--- src/hw/rtl/cmfs_pkg.sv ---
// shared types, constants and face codes for the cube map face selector
package cmfs_pkg;

    localparam int COMP_WIDTH = 16;
    localparam int QUO_WIDTH  = COMP_WIDTH - 1;
    localparam int NUM_CELLS  = COMP_WIDTH - 1;

    localparam logic [2:0] FACE_POS_X = 3'd0;
    localparam logic [2:0] FACE_NEG_X = 3'd1;
    localparam logic [2:0] FACE_POS_Y = 3'd2;
    localparam logic [2:0] FACE_NEG_Y = 3'd3;
    localparam logic [2:0] FACE_POS_Z = 3'd4;
    localparam logic [2:0] FACE_NEG_Z = 3'd5;

    typedef struct packed {
        logic signed [COMP_WIDTH-1:0] dir_x;
        logic signed [COMP_WIDTH-1:0] dir_y;
        logic signed [COMP_WIDTH-1:0] dir_z;
    } dir_t;

    typedef struct packed {
        logic [2:0]                   face_index;
        logic signed [COMP_WIDTH-1:0] coord_u;
        logic signed [COMP_WIDTH-1:0] coord_v;
        logic                         zero_vector;
    } result_t;

    // work carried down the divider chain
    typedef struct packed {
        logic [2:0]            face;
        logic                  zero;
        logic                  sign_u;
        logic                  sign_v;
        logic [COMP_WIDTH-1:0] divisor;
        logic [COMP_WIDTH-1:0] rem_u;
        logic [COMP_WIDTH-1:0] rem_v;
        logic [QUO_WIDTH-1:0]  quo_u;
        logic [QUO_WIDTH-1:0]  quo_v;
    } stage_t;

endpackage

--- src/hw/rtl/cmfs_front.sv ---
// input stage: major axis pick, face code, minor magnitudes and signs
module cmfs_front
    import cmfs_pkg::*;
(
    input  logic   clk,
    input  logic   rst_n,
    input  logic   in_valid,
    output logic   in_stall,
    input  dir_t   in_data,
    output logic   out_valid,
    output stage_t out_data,
    input  logic   out_ready
);

    logic   valid_reg;
    logic   valid_next;
    stage_t data_reg;
    stage_t data_next;
    logic   load;

    logic [COMP_WIDTH-1:0] ax, ay, az;
    logic                  xneg, yneg, zneg;
    logic                  xpos, ypos, zpos;

    assign load       = !valid_reg || out_ready;
    assign in_stall   = !load;
    assign valid_next = in_valid;

    always_comb
    begin
        xneg = in_data.dir_x[COMP_WIDTH-1];
        yneg = in_data.dir_y[COMP_WIDTH-1];
        zneg = in_data.dir_z[COMP_WIDTH-1];
        xpos = !xneg && (in_data.dir_x != '0);
        ypos = !yneg && (in_data.dir_y != '0);
        zpos = !zneg && (in_data.dir_z != '0);
        // two's complement magnitude, most negative value maps exactly
        ax = xneg ? (~in_data.dir_x + 1'b1) : in_data.dir_x;
        ay = yneg ? (~in_data.dir_y + 1'b1) : in_data.dir_y;
        az = zneg ? (~in_data.dir_z + 1'b1) : in_data.dir_z;

        data_next       = '0;
        data_next.zero  = (in_data.dir_x == '0) && (in_data.dir_y == '0)
                          && (in_data.dir_z == '0);
        data_next.quo_u = '0;
        data_next.quo_v = '0;

        priority if (ax >= ay && ax >= az)
        begin
            data_next.divisor = ax;
            data_next.rem_u   = az;
            data_next.rem_v   = ay;
            data_next.sign_v  = ypos;
            if (!xneg)
            begin
                data_next.face   = FACE_POS_X;
                data_next.sign_u = zpos;
            end
            else
            begin
                data_next.face   = FACE_NEG_X;
                data_next.sign_u = zneg;
            end
        end
        else if (ay >= az)
        begin
            data_next.divisor = ay;
            data_next.rem_u   = ax;
            data_next.rem_v   = az;
            data_next.sign_u  = xneg;
            if (!yneg)
            begin
                data_next.face   = FACE_POS_Y;
                data_next.sign_v = zneg;
            end
            else
            begin
                data_next.face   = FACE_NEG_Y;
                data_next.sign_v = zpos;
            end
        end
        else
        begin
            data_next.divisor = az;
            data_next.rem_u   = ax;
            data_next.rem_v   = ay;
            data_next.sign_v  = ypos;
            if (!zneg)
            begin
                data_next.face   = FACE_POS_Z;
                data_next.sign_u = xneg;
            end
            else
            begin
                data_next.face   = FACE_NEG_Z;
                data_next.sign_u = xpos;
            end
        end
    end

    always_ff @(posedge clk or negedge rst_n)
    begin
        if (!rst_n)
        begin
            valid_reg <= 1'b0;
        end
        else if (load)
        begin
            valid_reg <= valid_next;
        end
    end

    always_ff @(posedge clk)
    begin
        if (load && in_valid)
        begin
            data_reg <= data_next;
        end
    end

    assign out_valid = valid_reg;
    assign out_data  = data_reg;

endmodule

--- src/hw/rtl/cmfs_div_cell.sv ---
// one restoring division cell: one quotient bit for both u and v
module cmfs_div_cell
    import cmfs_pkg::*;
(
    input  logic   clk,
    input  logic   rst_n,
    input  logic   in_valid,
    output logic   in_ready,
    input  stage_t in_data,
    output logic   out_valid,
    output stage_t out_data,
    input  logic   out_ready
);

    logic   valid_reg;
    stage_t data_reg;
    stage_t data_next;
    logic   load;

    logic [COMP_WIDTH:0]   diff_u, diff_v;
    logic                  bit_u, bit_v;
    logic [COMP_WIDTH-1:0] part_u, part_v;

    assign load     = !valid_reg || out_ready;
    assign in_ready = load;

    always_comb
    begin
        diff_u = {1'b0, in_data.rem_u} - {1'b0, in_data.divisor};
        diff_v = {1'b0, in_data.rem_v} - {1'b0, in_data.divisor};
        bit_u  = !diff_u[COMP_WIDTH];
        bit_v  = !diff_v[COMP_WIDTH];
        part_u = bit_u ? diff_u[COMP_WIDTH-1:0] : in_data.rem_u;
        part_v = bit_v ? diff_v[COMP_WIDTH-1:0] : in_data.rem_v;

        data_next       = in_data;
        // remainder stays below the divisor, so doubling fits
        data_next.rem_u = {part_u[COMP_WIDTH-2:0], 1'b0};
        data_next.rem_v = {part_v[COMP_WIDTH-2:0], 1'b0};
        data_next.quo_u = {in_data.quo_u[QUO_WIDTH-2:0], bit_u};
        data_next.quo_v = {in_data.quo_v[QUO_WIDTH-2:0], bit_v};
    end

    always_ff @(posedge clk or negedge rst_n)
    begin
        if (!rst_n)
        begin
            valid_reg <= 1'b0;
        end
        else if (load)
        begin
            valid_reg <= in_valid;
        end
    end

    always_ff @(posedge clk)
    begin
        if (load && in_valid)
        begin
            data_reg <= data_next;
        end
    end

    assign out_valid = valid_reg;
    assign out_data  = data_reg;

endmodule

--- src/hw/rtl/cmfs_back.sv ---
// output stage: quotient sign, zero vector override, result register
module cmfs_back
    import cmfs_pkg::*;
(
    input  logic    clk,
    input  logic    rst_n,
    input  logic    in_valid,
    output logic    in_ready,
    input  stage_t  in_data,
    output logic    res_valid,
    input  logic    res_stall,
    output result_t res_data
);

    logic    valid_reg;
    result_t data_reg;
    result_t data_next;
    logic    load;

    logic [COMP_WIDTH-1:0] mag_u, mag_v;

    assign load     = !valid_reg || !res_stall;
    assign in_ready = load;

    always_comb
    begin
        mag_u = {1'b0, in_data.quo_u};
        mag_v = {1'b0, in_data.quo_v};

        data_next.face_index  = in_data.face;
        data_next.zero_vector = in_data.zero;
        data_next.coord_u     = in_data.sign_u ? (~mag_u + 1'b1) : mag_u;
        data_next.coord_v     = in_data.sign_v ? (~mag_v + 1'b1) : mag_v;
        if (in_data.zero)
        begin
            data_next.coord_u = '0;
            data_next.coord_v = '0;
        end
    end

    always_ff @(posedge clk or negedge rst_n)
    begin
        if (!rst_n)
        begin
            valid_reg <= 1'b0;
        end
        else if (load)
        begin
            valid_reg <= in_valid;
        end
    end

    always_ff @(posedge clk)
    begin
        if (load && in_valid)
        begin
            data_reg <= data_next;
        end
    end

    assign res_valid = valid_reg;
    assign res_data  = data_reg;

endmodule

--- src/hw/rtl/cube_map_face_select.sv ---
// throughput: one transfer per cycle while res_stall is low, set by the chain of one-bit division cells
// each stage holds one item and loads when empty, so a stalled result reaches back only
// through stages that are full
// reset: asynchronous active low, clears the valid flag of every stage only
// an all-zero vector gives face 0, u and v zero and zero_vector set
module cube_map_face_select
    import cmfs_pkg::*;
(
    input  logic    clk,
    input  logic    rst_n,
    input  logic    dir_valid,
    output logic    dir_stall,
    input  dir_t    dir_data,
    output logic    res_valid,
    input  logic    res_stall,
    output result_t res_data
);

    // stage k feeds cell k; stage NUM_CELLS feeds the output stage
    logic   stage_valid [NUM_CELLS+1];
    logic   stage_ready [NUM_CELLS+1];
    stage_t stage_data  [NUM_CELLS+1];

    // major axis, face code, minor magnitudes and quotient signs
    cmfs_front u_front (
        .clk       (clk),
        .rst_n     (rst_n),
        .in_valid  (dir_valid),
        .in_stall  (dir_stall),
        .in_data   (dir_data),
        .out_valid (stage_valid[0]),
        .out_data  (stage_data[0]),
        .out_ready (stage_ready[0])
    );

    // one quotient bit per cell, msb first; both minor axes share the divisor
    for (genvar i = 0; i < NUM_CELLS; i++)
    begin : g_cell
        cmfs_div_cell u_cell (
            .clk       (clk),
            .rst_n     (rst_n),
            .in_valid  (stage_valid[i]),
            .in_ready  (stage_ready[i]),
            .in_data   (stage_data[i]),
            .out_valid (stage_valid[i+1]),
            .out_data  (stage_data[i+1]),
            .out_ready (stage_ready[i+1])
        );
    end

    // apply signs, override the all-zero case, hold the result for transfer
    cmfs_back u_back (
        .clk       (clk),
        .rst_n     (rst_n),
        .in_valid  (stage_valid[NUM_CELLS]),
        .in_ready  (stage_ready[NUM_CELLS]),
        .in_data   (stage_data[NUM_CELLS]),
        .res_valid (res_valid),
        .res_stall (res_stall),
        .res_data  (res_data)
    );

endmodule
--- config.mk ---
export PLATFORM = sky130hd
export DESIGN_NAME = cube_map_face_select
export DESIGN_NICKNAME = d
export VERILOG_FILES = /design/src/hw/rtl/cmfs_pkg.sv /design/src/hw/rtl/cmfs_front.sv /design/src/hw/rtl/cmfs_div_cell.sv /design/src/hw/rtl/cmfs_back.sv /design/src/hw/rtl/cube_map_face_select.sv
export SDC_FILE = /design/constraint.sdc
export NUM_CORES = 2
export LEC_CHECK = 0
export BUFFER_PORTS_ARGS = -buffer_cell sky130_fd_sc_hd__buf_2
export CORE_MARGIN = 4
export CORE_UTILIZATION = 25
export DETAILED_ROUTE_END_ITERATION = 6
export PLACE_DENSITY_LB_ADDON = 0.25
export SETUP_SLACK_MARGIN = 0.05
export SYNTH_ARGS = -nofsm -noshare
export SYNTH_HDL_FRONTEND = slang
export SYNTH_HIERARCHICAL = 1
export SYNTH_SLANG_ARGS = --single-unit
--- constraint.sdc ---
create_clock -name clk -period 6.45 [get_ports clk]
set_clock_uncertainty 0.1 [all_clocks]
set_input_delay 0.645 -clock clk [delete_from_list [all_inputs] [get_ports clk]]
set_output_delay 0.645 -clock clk [all_outputs]
set_load 0.1 [all_outputs]
Word level (Yosys, flattened, before mapping)

Index checks and enable logic that the tools add are counted.
Widths: inputs -> output; s select.

Register bits: 1,081
Input bits: 52
Output and inout bits: 38
Logic and storage cells: 376

$add $sub $neg: 35
Magnitude comparators: 3
Mux-type cells: 43
Bitwise gates (word level): 7
Reductions and logical operators: 100

Operators with widths:

| kind                  | number |
|---|---|
| $sub 16x16->17        | 30 |
| $mux 15               | 30 |
| $mux 50               | 2 |
| $add 16x1->16 const B | 5 |
| $logic_not 1->1       | 52 |
| $ge 16x16->1          | 3 |
| $logic_not 16->1      | 3 |
| $mux 16               | 3 |
| $not 16->16           | 3 |
| $reduce_bool 16->1    | 3 |
| $not 15->16           | 2 |
| $logic_and 1x1->1     | 23 |
| $logic_or 1x1->1      | 17 |
| $mux 1                | 6 |
| $mux 3                | 2 |
| $reduce_or 2->1       | 2 |
| $not 1->1             | 2 |

Longest topological paths before layout

Word-level depth: 19
Gate-level depth with buffers: 20
Mapped depth without buffers: 18

Modules after synthesis

The synthesis kept the hierarchy.

Modules (own cells, without submodules):

| module                                | instances | cells an instance | area each (um2) | sequential area each (um2) |
|---|---|---|---|---|
| cmfs_div_cell (g_cell[0].u_cell ...)  | 9         | 324               | 4,314.1         | 2,487.4 |
| cmfs_div_cell (g_cell[6].u_cell ...)  | 3         | 351               | 4,301.6         | 2,487.4 |
| cmfs_div_cell (g_cell[11].u_cell ...) | 2         | 322               | 4,335.4         | 2,487.4 |
| cmfs_front                            | 1         | 491               | 4,867.2         | 1,646.6 |
| cmfs_div_cell (g_cell[8].u_cell)      | 1         | 349               | 4,314.1         | 2,487.4 |
| cmfs_back                             | 1         | 167               | 1,925.6         | 1,106.1 |

Least setup slack after synthesis

OpenSTA, ideal clock, no wires.

Path type: flip-flop to flip-flop
Start point: reg u_back.valid_reg, in the netlist u_back/res_valid
End point: reg g_cell[0].u_cell.data_reg (netlist bit g_cell[0].u_cell/out_data[0]), enable pin
Setup time: 449 ps
Arrival: 4,707 ps
Path slack: 1,194 ps
Stages on the path, launching flop included: 18
Period minus slack after synthesis: 5,256 ps
Cells stage by stage: dfrtp_1 -> nand2_1 -> nand2b_1 -> nand2b_1 -> nand2b_1 -> nand2b_1 -> nand2b_1 -> nand2b_1 -> nand2b_1 -> nand2b_1 -> nand2b_1 -> nand2b_1 -> nand2b_1 -> nand2b_1 -> nand2b_1 -> nand2b_1 -> nand2b_1 -> and2_1

RTL lines:

| item                   | RTL line            | text |
|---|---|---|
| from (decl)            | cmfs_back.sv:15     | `logic valid_reg;` |
| from (signal assigned) | cmfs_back.sv:49     | `valid_reg <= in_valid;` |
| to (signal assigned)   | cmfs_div_cell.sv:60 | `data_reg <= data_next;` |
| to (decl)              | cmfs_div_cell.sv:16 | `stage_t data_reg;` |

==> results.cfg <==
[sta]
worst_slew_pin_slew_ns = 1.21
layout_setup_ws_ns = 1.08
final-setup-viol-count = 0
rsz0062_at_grt = no
min_period_ns = 5.37
hold_viol = 0
fin_tns_setup_ns = 0
min_period_over_period_pct = 83.2
fmax_mhz = 186
slew_headroom_pct = 19.2
slew_violations = 0

[setup_path]
cpPeakStageDelay_ns = 0.52
path_max_fanout = 3
critical_path_class = input pin to output port
r2r.worst_path.cells = 19
cp-start-kind = input pin
r2r_slack_ns = 2.17
r2r_start = u_back/res_valid$_DFFE_PN0N_
cp_slowest_cell = dlygate4sd3_1
arrival_ns = 4.62
r2r-end = u_front/out_data[30]$_DFFE_PP_
worstPathRequired_ns = 5.70
crit_chain = dlygate4sd3_1 > buf_2 > nand2_1 > nand2b_1 > nand2b_1 > nand2b_1 > nand2b_1 > nand2b_1 > nand2b_1 > nand2b_1 > nand2b_1 > nand2b_1 > nand2b_1 > nand2b_1 > nand2b_1 > nand2b_1 > nand2b_1 > nand2b_1 > nand2b_1 > inv_1 > buf_2
cp_common_cell = nand2b_1
worst_setup_path_end_kind = output port

[placed_design]
place_ws_ns = 1.20
gp_congestion = 0.823
hpwl_mm = 113
placed_cells = 8551
io_buffer_count = 89

[outcome]
outcome = finished clean

[hold_path]
hold_depth = 3
min_from = dir_data[32]
hold_class = input pin to flip-flop
whs_endpoint = u_front/out_data[62]$_DFFE_PP_

[clock_network]
clkTransAtPathRegs_ns = 0.06
root_buffer = clkbuf_16
clkLatencyLatePin_ns = 0.74
cts_max_level = 3
tritoncts = built
cts_buffers = 115
cts_resized = 0
cts_sinks = 1081
clock_path_buffers = 3

[final_layout]
nets = 5951
fin_cells = 8774
syn_to_final_growth_pct = 13.3
drive_gt1_share_pct = 14.5

[route]
route.met2.wl_mm = 68.9
viasPerCell = 4.43
met1_length_mm = 67.9
via_count = 38902
ant_nets = 0
wl_met3_mm = 5.04
wl_per_cell_um = 16.5
drtPass1Iterations = 5
first_iter_violations = 2300
drc_errors = 0
topRoutingLayerUsed = met4
wirelength_mm = 145

[logic_synthesis]
synthCells = 5188
synth_warnings = 6
syn_area_per_cell_um2 = 12.1
syn_area_um2 = 62500

[job]
drv_cap = 0

[pwr]
netSwitchingFraction_pct = 37.6
clkPwrFrac_pct = 19.5
switching_power_mw = 13.3
vdd_drop_max_mv = 0.252
power.density_nw_per_um2 = 500
p_comb_share_pct = 45.8
leakagePower_nw = 27.2
p_seq_share_pct = 34.7
internal_power_mw = 22.1

[floorplan]
die_area_um2 = 258000
die_h_um = 508
core_um2 = 249000
rows = 183
start_util_pct = 25.1
io_pins = 90
fp.dieW_um = 508

[global_routing]
grt_pass1_vias = 38876
track_usage_pct = 11.0
grt_max_degree = 71
antenna_found_initial = 4
overflow = 0
grt_first_pass_wirelength_mm = 225
## metrics by stage
stage	util, %	area (µm²)	hold slack (ns)	power, mW
5_1_grt	28.5	70800	0.137	38.1
2_1_floorplan	-	62600	0.249	24.7
4_1_cts	28.5	70800	0.0969	35.9
6_report	28.5	70800	0.190	35.4
3_5_place_dp	26.9	66800	0.305	28.7
3_3_place_gp	26.9	66800	0.301	28.5
## cells in the final DEF (no fill, tap or decap), types with 119 or more instances in the layout
cell / count
edfxtp_1: 1064
a21oi_1: 469
inv_1: 396
nor2_1: 411
nand2_1: 179
xor2_1: 145
ha_1: 528
mux2_2: 213
xnor2_1: 197
clkbuf_16: 119
o21ai_0: 177
nand2b_1: 139
## state kept, by name, indices dropped and copies added, names as in the netlist
name,cells
g_cell.u_cell/out_data,974
g_cell.u_cell/out_valid,15
u_back/res_data,36
u_back/res_valid,1
u_front/out_data,54
u_front/out_valid,1
## critical path: cells and delay by family
kind | cells | cell delay, ns
buf+inv | 4 | 1.08
simple gates | 17 | 2.88
## power by group through the flow
| stage | registers (mW) | clock network (mW) | logic (mW) |
|---|---|---|---|
| 2_1_floorplan | 12.2 | 0 | 12.4 |
| 3_3_place_gp | 12.5 | 0 | 16.1 |
| 5_1_grt | 12.5 | 7.49 | 18.1 |
| 4_1_cts | 12.4 | 7.21 | 16.3 |
| 3_5_place_dp | 12.5 | 0 | 16.2 |
| 6_report | 12.3 | 6.92 | 16.2 |
## layer usage
metal / global-route usage, % / vias up
li1: - / 19594
met1: 14.9 / 18528
met2: 18.5 / 598
met3: 1.60 / 182
met4: 2.71 / 0
met5: 0 / -
## area by class of cell
cell class,instances,area (µm²)
clock inverter,77,893
tap,3330,4170
clock buffer,140,3060
antenna,3,7.51
timing repair buffer,128,746
multi-input combinational,3618,28100
sequential,1081,32400
inverter,397,1500
fill,25553,178000
## how the worst max path moves through the flow
| stage | start | slack, ns | end | cells after the start |
|---|---|---|---|---|
| 2_1_floorplan | u_back/res_valid$_DFFE_PN0N_ | 1.53 | dir_stall | 18 |
| 3_3_place_gp | dir_data[21] | 1.20 | u_front/out_data[44]$_DFFE_PP_ | 16 |
| 3_5_place_dp | dir_data[21] | 1.20 | u_front/out_data[44]$_DFFE_PP_ | 16 |
| 4_1_cts | res_stall | 1.06 | dir_stall | 21 |
| 5_1_grt | res_stall | 0.74 | dir_stall | 21 |
| 6_report | res_stall | 1.08 | dir_stall | 21 |
## repair_timing
item                                   4_1_cts  5_1_grt
buffers inserted                             0        0
hold buffers                                 3        0
endpoints found under the hold margin       19        0
Power figures use the tool's default switching activity.
